==> src/sv/aqg_pkg.sv <==
// Package with the shared types and codes of the anchor quality gate.
package aqg_pkg;

    typedef enum logic [2:0] {
        REJ_NONE      = 3'd0,
        REJ_TELEMETRY = 3'd1,
        REJ_RANGE     = 3'd2,
        REJ_GNSS      = 3'd3,
        REJ_SIGMA     = 3'd4
    } reject_t;

    typedef enum logic [1:0] {
        REG_TELEMETRY_TTL = 2'd0,
        REG_RANGE_TTL     = 2'd1,
        REG_MAX_SIGMA     = 2'd2,
        REG_MIN_FIX       = 2'd3
    } reg_idx_t;

    localparam logic [2:0] MIN_FIX_RESET = 3'd3;

    typedef struct packed {
        logic [31:0] telemetry_ttl;
        logic [31:0] range_ttl;
        logic [31:0] max_sigma;
        logic [2:0]  min_fix;
    } cfg_t;

    typedef struct packed {
        logic [31:0] now_time;
        logic [31:0] telemetry_time;
        logic [31:0] range_time;
        logic        peer_present;
        logic        gnss_ok;
        logic [2:0]  fix_kind;
        logic        range_ok;
        logic [31:0] range_dist;
        logic [31:0] range_sigma;
    } in_item_t;

    typedef struct packed {
        reject_t code;
        logic    t_one;
        logic    r_one;
    } side_t;

endpackage

==> src/sv/aqg_front.sv <==
// Check stage: computes ages, the reject code and the starting division remainders.
module aqg_front (
    input  logic            aclk,
    input  logic            aresetn,
    input  logic            in_valid,
    output logic            in_ready,
    input  aqg_pkg::in_item_t in_item,
    input  aqg_pkg::cfg_t   cfg,
    output logic            out_valid,
    input  logic            out_ready,
    output aqg_pkg::side_t  out_side,
    output logic [31:0]     out_rem_t,
    output logic [31:0]     out_rem_r
);
    import aqg_pkg::*;

    logic        valid_reg;
    logic        valid_next;
    side_t       side_reg;
    side_t       side_next;
    logic [31:0] rem_t_reg;
    logic [31:0] rem_t_next;
    logic [31:0] rem_r_reg;
    logic [31:0] rem_r_next;
    logic [31:0] t_age;
    logic [31:0] r_age;
    logic        load;

    assign in_ready   = !valid_reg || out_ready;
    assign load       = in_valid && in_ready;
    assign valid_next = in_ready ? in_valid : valid_reg;

    always_comb begin
        t_age = in_item.now_time - in_item.telemetry_time;
        r_age = in_item.now_time - in_item.range_time;
        if (!in_item.peer_present) begin
            side_next.code = REJ_TELEMETRY;
        end else if (cfg.telemetry_ttl != 32'd0 && t_age > cfg.telemetry_ttl) begin
            side_next.code = REJ_TELEMETRY;
        end else if (cfg.range_ttl != 32'd0 && r_age > cfg.range_ttl) begin
            side_next.code = REJ_RANGE;
        end else if (!in_item.gnss_ok || in_item.fix_kind < cfg.min_fix) begin
            side_next.code = REJ_GNSS;
        end else if (!in_item.range_ok || in_item.range_dist == 32'd0) begin
            side_next.code = REJ_RANGE;
        end else if (cfg.max_sigma != 32'd0 && in_item.range_sigma > cfg.max_sigma) begin
            side_next.code = REJ_SIGMA;
        end else begin
            side_next.code = REJ_NONE;
        end
        side_next.t_one = (cfg.telemetry_ttl == 32'd0) || (t_age == 32'd0);
        side_next.r_one = (cfg.range_ttl == 32'd0) || (r_age == 32'd0);
        rem_t_next = cfg.telemetry_ttl - t_age;
        rem_r_next = cfg.range_ttl - r_age;
    end

    always_ff @(posedge aclk) begin
        if (!aresetn) begin
            valid_reg <= 1'b0;
        end else begin
            valid_reg <= valid_next;
        end
    end

    always_ff @(posedge aclk) begin
        if (load) begin
            side_reg  <= side_next;
            rem_t_reg <= rem_t_next;
            rem_r_reg <= rem_r_next;
        end
    end

    assign out_valid = valid_reg;
    assign out_side  = side_reg;
    assign out_rem_t = rem_t_reg;
    assign out_rem_r = rem_r_reg;

endmodule

==> src/sv/aqg_div_cell.sv <==
// Division cell: produces one quotient bit of both freshness divisions.
module aqg_div_cell #(
    parameter int QW = 16
) (
    input  logic            aclk,
    input  logic            aresetn,
    input  logic [31:0]     ttl_t,
    input  logic [31:0]     ttl_r,
    input  logic            in_valid,
    output logic            in_ready,
    input  aqg_pkg::side_t  in_side,
    input  logic [31:0]     in_rem_t,
    input  logic [31:0]     in_rem_r,
    input  logic [QW-1:0]   in_q_t,
    input  logic [QW-1:0]   in_q_r,
    output logic            out_valid,
    input  logic            out_ready,
    output aqg_pkg::side_t  out_side,
    output logic [31:0]     out_rem_t,
    output logic [31:0]     out_rem_r,
    output logic [QW-1:0]   out_q_t,
    output logic [QW-1:0]   out_q_r
);
    import aqg_pkg::*;

    logic          valid_reg;
    logic          valid_next;
    side_t         side_reg;
    logic [31:0]   rem_t_reg;
    logic [31:0]   rem_t_next;
    logic [31:0]   rem_r_reg;
    logic [31:0]   rem_r_next;
    logic [QW-1:0] q_t_reg;
    logic [QW-1:0] q_t_next;
    logic [QW-1:0] q_r_reg;
    logic [QW-1:0] q_r_next;
    logic [32:0]   step_t;
    logic [32:0]   step_r;
    logic          load;

    // One restoring step: returns the quotient bit above the new remainder.
    function automatic logic [32:0] div_step(input logic [31:0] rem, input logic [31:0] ttl);
        logic [32:0] shifted;
        logic [32:0] diff;
        shifted = {rem, 1'b0};
        diff    = shifted - {1'b0, ttl};
        if (shifted >= {1'b0, ttl}) begin
            div_step = {1'b1, diff[31:0]};
        end else begin
            div_step = {1'b0, shifted[31:0]};
        end
    endfunction

    assign in_ready   = !valid_reg || out_ready;
    assign load       = in_valid && in_ready;
    assign valid_next = in_ready ? in_valid : valid_reg;

    always_comb begin
        step_t     = div_step(in_rem_t, ttl_t);
        step_r     = div_step(in_rem_r, ttl_r);
        rem_t_next = step_t[31:0];
        rem_r_next = step_r[31:0];
        q_t_next   = {in_q_t[QW-2:0], step_t[32]};
        q_r_next   = {in_q_r[QW-2:0], step_r[32]};
    end

    always_ff @(posedge aclk) begin
        if (!aresetn) begin
            valid_reg <= 1'b0;
        end else begin
            valid_reg <= valid_next;
        end
    end

    always_ff @(posedge aclk) begin
        if (load) begin
            side_reg  <= in_side;
            rem_t_reg <= rem_t_next;
            rem_r_reg <= rem_r_next;
            q_t_reg   <= q_t_next;
            q_r_reg   <= q_r_next;
        end
    end

    assign out_valid = valid_reg;
    assign out_side  = side_reg;
    assign out_rem_t = rem_t_reg;
    assign out_rem_r = rem_r_reg;
    assign out_q_t   = q_t_reg;
    assign out_q_r   = q_r_reg;

endmodule

==> src/sv/aqg_back.sv <==
// Score stage: forms the freshness values, multiplies them and holds the result.
module aqg_back #(
    parameter int FRAC_BITS = 16
) (
    input  logic                 aclk,
    input  logic                 aresetn,
    input  logic                 in_valid,
    output logic                 in_ready,
    input  aqg_pkg::side_t       in_side,
    input  logic [FRAC_BITS-1:0] in_q_t,
    input  logic [FRAC_BITS-1:0] in_q_r,
    output logic                 out_valid,
    input  logic                 out_ready,
    output logic [FRAC_BITS:0]   gnss_score,
    output logic [FRAC_BITS:0]   telemetry_score,
    output logic [FRAC_BITS:0]   range_score,
    output logic [FRAC_BITS:0]   total_score,
    output aqg_pkg::reject_t     reject_code
);
    import aqg_pkg::*;

    localparam int SW = FRAC_BITS + 1;
    localparam logic [SW-1:0] Q_ONE = SW'(1) << FRAC_BITS;

    logic          a_valid_reg;
    logic          a_valid_next;
    logic          a_ready;
    logic          a_load;
    logic [SW-1:0] a_tq_reg;
    logic [SW-1:0] a_tq_next;
    logic [SW-1:0] a_rq_reg;
    logic [SW-1:0] a_rq_next;
    reject_t       a_code_reg;

    logic          b_valid_reg;
    logic          b_valid_next;
    logic          b_ready;
    logic          b_load;
    logic [SW-1:0] b_gnss_reg;
    logic [SW-1:0] b_tq_reg;
    logic [SW-1:0] b_rq_reg;
    logic [SW-1:0] b_total_reg;
    reject_t       b_code_reg;
    logic [2*SW-1:0] product;

    assign b_ready      = !b_valid_reg || out_ready;
    assign b_load       = a_valid_reg && b_ready;
    assign b_valid_next = b_ready ? a_valid_reg : b_valid_reg;

    assign a_ready      = !a_valid_reg || b_ready;
    assign a_load       = in_valid && a_ready;
    assign a_valid_next = a_ready ? in_valid : a_valid_reg;
    assign in_ready     = a_ready;

    always_comb begin
        if (in_side.code != REJ_NONE) begin
            a_tq_next = '0;
            a_rq_next = '0;
        end else begin
            a_tq_next = in_side.t_one ? Q_ONE : {1'b0, in_q_t};
            a_rq_next = in_side.r_one ? Q_ONE : {1'b0, in_q_r};
        end
        product = a_tq_reg * a_rq_reg;
    end

    always_ff @(posedge aclk) begin
        if (!aresetn) begin
            a_valid_reg <= 1'b0;
            b_valid_reg <= 1'b0;
        end else begin
            a_valid_reg <= a_valid_next;
            b_valid_reg <= b_valid_next;
        end
    end

    always_ff @(posedge aclk) begin
        if (a_load) begin
            a_tq_reg   <= a_tq_next;
            a_rq_reg   <= a_rq_next;
            a_code_reg <= in_side.code;
        end
        if (b_load) begin
            b_gnss_reg  <= (a_code_reg == REJ_NONE) ? Q_ONE : '0;
            b_tq_reg    <= a_tq_reg;
            b_rq_reg    <= a_rq_reg;
            b_total_reg <= product[FRAC_BITS +: SW];
            b_code_reg  <= a_code_reg;
        end
    end

    assign out_valid       = b_valid_reg;
    assign gnss_score      = b_gnss_reg;
    assign telemetry_score = b_tq_reg;
    assign range_score     = b_rq_reg;
    assign total_score     = b_total_reg;
    assign reject_code     = b_code_reg;

endmodule

==> src/sv/anchor_quality_gate.sv <==
// Top level of the anchor quality gate: register port, check stage, division chain, score stage.
// The gate takes one anchor report per clock while no stage is stalled and returns one scored
// result per report, in order. Both freshness quotients are formed by a row of FRAC_BITS
// restoring cells, one quotient bit per cell, between a check stage in front and a multiply
// stage and an output register behind. Each stage holds its report while the next one is
// full, so empty stages still take new reports while a result waits to be taken. Registers
// must be written over the APB port only while no report is in flight; the block itself
// does not enforce this.
module anchor_quality_gate #(
    parameter int FRAC_BITS = 16
) (
    input  logic         aclk,
    input  logic         aresetn,
    input  logic         psel,
    input  logic         penable,
    input  logic         pwrite,
    input  logic [3:0]   paddr,
    input  logic [31:0]  pwdata,
    output logic [31:0]  prdata,
    output logic         pready,
    input  logic         s_tvalid,
    output logic         s_tready,
    // now_time, telemetry_time, range_time, peer_present, gnss_ok, fix_kind,
    // range_ok, range_dist, range_sigma, zero fill
    input  logic [167:0] s_tdata,
    output logic         m_tvalid,
    input  logic         m_tready,
    // gnss_score, telemetry_score, range_score, total_score, reject_code, zero fill
    output logic [((4*(FRAC_BITS+1)+3+7)/8)*8-1:0] m_tdata
);
    import aqg_pkg::*;

    localparam int SW  = FRAC_BITS + 1;
    localparam int MW  = ((4*SW + 3 + 7) / 8) * 8;
    localparam int PAD = MW - (4*SW + 3);

    logic [31:0] telemetry_ttl_reg;
    logic [31:0] range_ttl_reg;
    logic [31:0] max_sigma_reg;
    logic [2:0]  min_fix_reg;
    logic        wr_en;
    reg_idx_t    wr_idx;
    reg_idx_t    rd_idx;
    cfg_t        cfg;
    in_item_t    item;

    logic                 c_valid [0:FRAC_BITS];
    logic                 c_ready [0:FRAC_BITS];
    side_t                c_side  [0:FRAC_BITS];
    logic [31:0]          c_rem_t [0:FRAC_BITS];
    logic [31:0]          c_rem_r [0:FRAC_BITS];
    logic [FRAC_BITS-1:0] c_q_t   [0:FRAC_BITS];
    logic [FRAC_BITS-1:0] c_q_r   [0:FRAC_BITS];

    logic [SW-1:0] gnss_score;
    logic [SW-1:0] telemetry_score;
    logic [SW-1:0] range_score;
    logic [SW-1:0] total_score;
    reject_t       reject_code;

    assign pready = 1'b1;
    assign wr_en  = psel && penable && pwrite && pready;
    assign wr_idx = reg_idx_t'(paddr[3:2]);
    assign rd_idx = reg_idx_t'(paddr[3:2]);

    always_ff @(posedge aclk) begin
        if (!aresetn) begin
            telemetry_ttl_reg <= '0;
            range_ttl_reg     <= '0;
            max_sigma_reg     <= '0;
            min_fix_reg       <= MIN_FIX_RESET;
        end else if (wr_en) begin
            unique case (wr_idx)
                REG_TELEMETRY_TTL: telemetry_ttl_reg <= pwdata;
                REG_RANGE_TTL:     range_ttl_reg     <= pwdata;
                REG_MAX_SIGMA:     max_sigma_reg     <= pwdata;
                REG_MIN_FIX:       min_fix_reg       <= pwdata[2:0];
                default:           ;
            endcase
        end
    end

    always_comb begin
        unique case (rd_idx)
            REG_TELEMETRY_TTL: prdata = telemetry_ttl_reg;
            REG_RANGE_TTL:     prdata = range_ttl_reg;
            REG_MAX_SIGMA:     prdata = max_sigma_reg;
            REG_MIN_FIX:       prdata = {29'd0, min_fix_reg};
            default:           prdata = '0;
        endcase
    end

    assign cfg.telemetry_ttl = telemetry_ttl_reg;
    assign cfg.range_ttl     = range_ttl_reg;
    assign cfg.max_sigma     = max_sigma_reg;
    assign cfg.min_fix       = min_fix_reg;

    assign item.now_time       = s_tdata[31:0];
    assign item.telemetry_time = s_tdata[63:32];
    assign item.range_time     = s_tdata[95:64];
    assign item.peer_present   = s_tdata[96];
    assign item.gnss_ok        = s_tdata[97];
    assign item.fix_kind       = s_tdata[100:98];
    assign item.range_ok       = s_tdata[101];
    assign item.range_dist     = s_tdata[133:102];
    assign item.range_sigma    = s_tdata[165:134];

    aqg_front u_front (
        .aclk      (aclk),
        .aresetn   (aresetn),
        .in_valid  (s_tvalid),
        .in_ready  (s_tready),
        .in_item   (item),
        .cfg       (cfg),
        .out_valid (c_valid[0]),
        .out_ready (c_ready[0]),
        .out_side  (c_side[0]),
        .out_rem_t (c_rem_t[0]),
        .out_rem_r (c_rem_r[0])
    );

    assign c_q_t[0] = '0;
    assign c_q_r[0] = '0;

    for (genvar k = 0; k < FRAC_BITS; k++) begin : g_cell
        aqg_div_cell #(
            .QW (FRAC_BITS)
        ) u_cell (
            .aclk      (aclk),
            .aresetn   (aresetn),
            .ttl_t     (telemetry_ttl_reg),
            .ttl_r     (range_ttl_reg),
            .in_valid  (c_valid[k]),
            .in_ready  (c_ready[k]),
            .in_side   (c_side[k]),
            .in_rem_t  (c_rem_t[k]),
            .in_rem_r  (c_rem_r[k]),
            .in_q_t    (c_q_t[k]),
            .in_q_r    (c_q_r[k]),
            .out_valid (c_valid[k+1]),
            .out_ready (c_ready[k+1]),
            .out_side  (c_side[k+1]),
            .out_rem_t (c_rem_t[k+1]),
            .out_rem_r (c_rem_r[k+1]),
            .out_q_t   (c_q_t[k+1]),
            .out_q_r   (c_q_r[k+1])
        );
    end

    aqg_back #(
        .FRAC_BITS (FRAC_BITS)
    ) u_back (
        .aclk            (aclk),
        .aresetn         (aresetn),
        .in_valid        (c_valid[FRAC_BITS]),
        .in_ready        (c_ready[FRAC_BITS]),
        .in_side         (c_side[FRAC_BITS]),
        .in_q_t          (c_q_t[FRAC_BITS]),
        .in_q_r          (c_q_r[FRAC_BITS]),
        .out_valid       (m_tvalid),
        .out_ready       (m_tready),
        .gnss_score      (gnss_score),
        .telemetry_score (telemetry_score),
        .range_score     (range_score),
        .total_score     (total_score),
        .reject_code     (reject_code)
    );

    assign m_tdata = {{PAD{1'b0}}, reject_code, total_score, range_score,
                      telemetry_score, gnss_score};

endmodule

==> config.mk <==
export PLATFORM = sky130hd
export DESIGN_NAME = anchor_quality_gate
export DESIGN_NICKNAME = d
export VERILOG_FILES = /design/src/sv/aqg_pkg.sv /design/src/sv/aqg_front.sv /design/src/sv/aqg_div_cell.sv /design/src/sv/aqg_back.sv /design/src/sv/anchor_quality_gate.sv
export SDC_FILE = /design/constraint.sdc
export NUM_CORES = 2
export LEC_CHECK = 0
export BUFFER_PORTS_ARGS = -buffer_cell sky130_fd_sc_hd__buf_4
export CAP_MARGIN = 20
export CORE_AREA = 2 2 626 628
export CTS_CLUSTER_SIZE = 10
export DETAILED_ROUTE_END_ITERATION = 8
export DIE_AREA = 0 0 628 630
export GPL_TIMING_DRIVEN = 0
export PLACE_DENSITY = 0.45
export SETUP_SLACK_MARGIN = 0.4
export SYNTH_ARGS = -nofsm -noshare
export SYNTH_HDL_FRONTEND = slang
export SYNTH_SLANG_ARGS = --single-unit
==> constraint.sdc <==
create_clock -name aclk -period 22.3 [get_ports aclk]
set_input_delay 1.115 -clock aclk [delete_from_list [all_inputs] [get_ports aclk]]
set_output_delay 1.115 -clock aclk [all_outputs]
set_load 0.03 [all_outputs]
Yosys cells after proc, flatten, opt, wreduce, memory -nomap -nowiden --
Index checks and enable logic that the tools add are counted.
Word-level totals: register bits after elaboration 1607, input bits 211, output and inout bits 107, word-level logic and storage cells 383
Operators by class: add/subtract/negate cells 36, multiply operators 1, order comparisons 36, equality and inequality tests 3, muxes and demuxes 40, bitwise operators 1, reduce and logical (&&, ||, !) cells 87
Operators by type and width (number):
- $sub 32x32->32 | 36
- $ge 33x32->1 | 32
- $mux 33 | 32
- $logic_not 32->1 | 5
- $pmux 32 s4 | 1
- $gt 32x32->1 | 3
- $reduce_bool 32->1 | 3
- $mux 17 | 3
- $mul 17x17->33 | 1
- $logic_and 1x1->1 | 24
- $logic_or 1x1->1 | 23
- $logic_not 1->1 | 21
- $reduce_and 2->1 | 4
- $mux 2 | 3
- $reduce_or 2->1 | 3
- $reduce_or 5->1 | 1
- $eq 2x2->1 const B | 2
- $logic_not 3->1 | 1
- $lt 3x3->1 | 1
- $mux 3 | 1
- $reduce_bool 3->1 | 1
- $eq 2x1->1 const B | 1
- $logic_not 2->1 | 1
- $not 1->1 | 1

Depth between registers and ports, before layout --
depth in word-level cells 21, gate-level depth with buffers 26, depth with buffers taken out 25

Hierarchy --
From an unflattened synthesis, not the netlist that was laid out.
Second synthesis, totals: cell total of the unflattened synthesis 16059, area, all modules 153825.0 µm²
Modules (own cells, without submodules):
- aqg_div_cell at g_cell[0].u_cell ... | instances 15, cells each 823, area an instance 7923.8 µm², sequential area each 3052.9 µm²
- aqg_back | instances 1, cells each 1192, area an instance 12291.8 µm², sequential area each 2802.7 µm²
- aqg_front | instances 1, cells each 1283, area an instance 10649.0 µm², sequential area each 2092.0 µm²
- aqg_div_cell at g_cell[12].u_cell | instances 1, cells each 770, area an instance 7638.6 µm², sequential area each 3052.9 µm²
- anchor_quality_gate | instances 1, cells each 469, area an instance 4388.0 µm², sequential area each 1981.9 µm²

Least setup slack after synthesis --
Ideal clock, no wire load.
path type input to register, start point input m_tready, end point register g_cell[14].u_cell.q_r_reg[0], enable pin, library setup time 708 ps, arrival time 8586 ps, required time 21592 ps, path slack 13005 ps, cell stages on the path 3, buffers on the path 0, cells stage by stage nor2b_1 and3_1 a21boi_0
On the way: cells in the longest elaborated chain, start to end 5
Ends and longest elaborated chain:
- start: declaration | line anchor_quality_gate.sv:27 | input logic m_tready,
- $logic_or 1x1->1 | line aqg_back.sv:46 | assign b_ready = !b_valid_reg || out_ready;
- $logic_or 1x1->1 | line aqg_back.sv:50 | assign a_ready = !a_valid_reg || b_ready;
- $logic_or 1x1->1 (2 in series) | line aqg_div_cell.sv:54 | assign in_ready = !valid_reg || out_ready;
- $logic_and 1x1->1 | line aqg_div_cell.sv:55 | assign load = in_valid && in_ready;
- net g_cell[14].u_cell.load | line aqg_div_cell.sv:39 | logic load;
- end signal: assignment | line aqg_div_cell.sv:81 | q_r_reg <= q_r_next;
- end: declaration | line aqg_div_cell.sv:35 | logic [QW-1:0] q_r_reg;
The timed path passes the listed nets, and every way through them passes these cells. A chain may end at the register's enable or synchronous reset.

Final worst setup path --
start point register u_back.a_tq_reg[10], end point register u_back.b_total_reg[14] (netlist: u_back.total_score[14]) (data pin)
On the way: cells in the longest elaborated chain, start to end 1
Ends and longest elaborated chain:
- start: declaration | line aqg_back.sv:29 | logic [SW-1:0] a_tq_reg;
- start signal: assignment | line aqg_back.sv:78 | a_tq_reg <= a_tq_next;
- $mul 17x17->33 | line aqg_back.sv:63 | product = a_tq_reg * a_rq_reg;
- net u_back.product[30] | line aqg_back.sv:44 | logic [2*SW-1:0] product;
- end signal: assignment | line aqg_back.sv:86 | b_total_reg <= product[FRAC_BITS +: SW];
- end: declaration | line aqg_back.sv:42 | logic [SW-1:0] b_total_reg;
The timed path passes the listed nets, and every way through them passes these cells.

==> impl_results.md <==
- TritonCTS clock tree: yes
- Initial Utilization: 31.9%
- Layout cells sized above 1: 10.2%
- CP Capture Type: flip-flop
- Final net count: 14,900
- Max_slew headroom: 21.5%
- Final Hold Viols: 0
- Setup TNS: 0 ps
- Arrival @ worst endpoint: 8680 ps
- R2R cell count: 22
- Async S/R FF share, synth: 0%
- Net Switching: 0.00209 W
- Max VDD drop: 0.0709 mV
- Gr ovfl total: 0
- Internal power component: 0.00569 W
- Final setup violating endpoints: 0
- DP HPWL: 334,000 µm
- Clock Skew: 98.4 ps
- Seq/Total Area, Yosys: 37.6%
- # DRC: 0
- FP Rows: 229
- Hold Buf Count CTS: 0
- R2R setup slack: 14,260 ps
- Status: finished, final reports clean
- Static leakage: 54.9 nW
- Clk pwr share: 41.6%
- Antenna-violating nets left: 0
- Synthesized area: 0.124 mm²
- Total CTS buffers: 208
- WP data required: 22,930 ps
- Switch share: 26.9%
- Distinct cell type count after synthesis: 102
- H-Tree Depth: 4
- Area growth syn-to-layout: 14.2%
- Port Buffers: 294
- Die Span X: 628 µm
- Seq pwr share: 43.4%
- Tmin final: 8040 ps
- Syn avg cell area: 9.91 µm²
- Critical Path Sink: u_back.total_score[14]
- Wirelength per Cell: 22.4 µm
- Max Slew Vio Count: 0
- Power per cell area: 55.0 mW/mm²
- Clk buf depth: 4
- Crit path from: u_back.a_tq_reg[10]
- TritonRoute pass-1 iters: 6
- Die extent in y: 630 µm
- Worst reg2reg path endpoint: u_back.total_score[14]
- Pin count of the biggest net entering global routing: 50
- Worst Path Max Fanout: 10
- Worst Max-Slew Pin Slew: 1150 ps
- Worst flop-to-flop path startpoint: u_back.a_tq_reg[10]
- 1st-iter DRT viols: 6,395
- Yosys top cell area share: 35.7%
- Clk root buf: clkbuf_16
- Fillers: 39,000
- Total track usage: 20.3%
- Dpl cells: 18,100
- Synth area leaders: edfxtp_1 (36%), ha_1 (13%), a21oi_1 (4.6%)
- Critical Path Source Type: flip-flop
- Max Cap Viol: 0
- Reg area: 0.0466 mm²
- Vias in the first global route: 95,800
- Core area: 0.388 mm²
- #FFs+latches synth: 1,591
- Area occupied by multi-input gates: 0.0730 mm²
- Leading area contributor after synthesis: edfxtp_1
- DIE AREA: 0.396 mm²
- Post-CTS setup buffers: 0
- Post-synth top flop: edfxtp_1
- Clock latency on the worst-skew pair: 960 ps
- Drt via density: 5.20
- Post-Layout Cell Count: 18,500
- Comb power frac: 15.0%
- Initial antenna violation count: 31
- Syn Inst Count: 12,500
- Post-synth EDFFs: 1,473
- RSZ-0062 raised after global routing: no
- First-pass GRT wire length: 615,000 µm
- Hold WC Path Type: flip-flop to flip-flop
- CTS Sinks: 1,591
- Fmax: 0.124 GHz
- IO Pins: 318
- Cts repair resizes: 0
- DRT Wirelength: 415,000 µm
- Period utilization: 36.1%
- CTS clock-pin slew for the worst setup and hold paths: 60 ps
- Via count: 96,100
- Synth warn: 0
- Routability-driven placement congestion ratio: 0.931
- Worst setup path class: flip-flop to flip-flop
[synth_stat cells (187+ instances only)]
cell type / n
clkbuf_1: 193
nor3_1: 193
xnor2_1: 598
and2_1: 219
ha_1: 1284
nand3_1: 187
xor2_1: 282
a21o_1: 530
fa_1: 255
edfxtp_1: 1473
mux2_2: 341
o21ai_0: 653
a21oi_1: 1132
inv_1: 810
nand2_1: 1065
nor2_1: 835
[worst min path at each step]
stage | start | end | slack (ps) | depth (start not counted)
CTS | pwdata[30] | max_sigma_reg[30] | 380 | 3
detailed placement | g_cell[9].u_cell.out_q_r[1] | g_cell[10].u_cell.out_q_r[2] | 400 | 0
global placement | g_cell[1].u_cell.out_side[1] | g_cell[2].u_cell.out_side[1] | 400 | 0
finish | g_cell[7].u_cell.out_side[0] | g_cell[8].u_cell.out_side[0] | 380 | 0
global route | g_cell[9].u_cell.out_q_t[1] | g_cell[10].u_cell.out_q_t[2] | 400 | 0
floorplan | u_front.out_side[0] | g_cell[0].u_cell.out_side[0] | 400 | 0
[cell usage in the layout (no fill, tap or decap), types with 35 or more instances in the layout]
master,instances
nor2_1,834
mux2_2,341
or2_2,38
xor2_1,282
o21a_1,151
nand4_1,185
fa_1,255
clkbuf_16,211
mux2i_1,64
a31oi_1,85
mux2_4,53
inv_1,784
dfxtp_1,114
buf_12,64
or3_1,80
buf_4,323
buf_16,35
o211ai_1,56
a21oi_1,1131
nor3_1,193
nor4_1,92
a311oi_1,36
and3_1,101
o21ai_0,651
clkbuf_1,255
nor2b_1,167
nand3_1,187
and2_1,217
a211oi_1,66
buf_2,76
xnor2_1,598
o21bai_1,138
nand2_1,1065
o31ai_1,66
a21o_1,530
edfxtp_1,1473
a21boi_0,125
nand2b_1,158
ha_1,1284
[kinds of logic after synthesis]
family          after synthesis  synth area share, %
other cells                   2              0.00606
simple gates               3458                 13.5
buf+inv                    1123                 3.60
mux                         462                 4.32
xor+xnor                    880                 6.22
compound gates             3443                 17.7
flops                      1591                 37.6
fa+ha+maj                  1539                 17.1
[critical path, cell delays in order (launching register included)]
cell       delay (ps)
edfxtp_1          780
clkbuf_1          650
nand2_1           210
fa_1              630
fa_1              460
fa_1              520
inv_1              50
fa_1              460
fa_1              550
inv_1              60
fa_1              540
inv_1              40
ha_1              320
nand4_1           230
o2bb2ai_1         680
o2111a_1          370
a41oi_1           160
a21oi_1           300
a21oi_1           120
nor2b_1           180
o21ai_0           160
nor2b_1           180
xnor2_1           120
[routing by layer]
metal  vias up  track usage (%)  wire length [µm]
li1      47200                -                 -
met4        12             5.66             11900
met2      1909             34.5            194000
met5         -                0                83
met1     46500             27.3            192000
met3       469             2.19             16900
[layout make-up]
class	instances	area share [%]
sequential	1591	32.9
clock inverter	73	0.525
inverter	817	2.17
clock buffer	283	3.99
buffer	306	0.982
antenna	10	0.0177
tap	5197	4.60
timing repair buffer	397	3.17
multi-input combinational	9800	51.6
[power by group through the flow]
stage | Clock [W] | Sequential, W | Combinational [W]
finish | 0.00324 | 0.00338 | 0.00117
global route | 0.00344 | 0.00338 | 0.00129
CTS | 0.00334 | 0.00338 | 0.00116
floorplan | 0 | 0.00342 | 0.000824
detailed placement | 0 | 0.00344 | 0.00116
global placement | 0 | 0.00345 | 0.00115
[stage by stage]
step	power (W)	worst slack, ps	util (%)	area (µm²)	hold WS [ps]
after detailed placement	0.00459	14150	34.8	135000	405
final	0.00778	14260	36.4	141000	378
after floorplan	0.00424	13010	-	124000	400
after global routing	0.00810	13850	36.4	141000	400
after CTS	0.00788	14140	36.4	141000	376
after global placement	0.00459	6920	34.2	133000	400
Power figures use the tool's default switching activity.
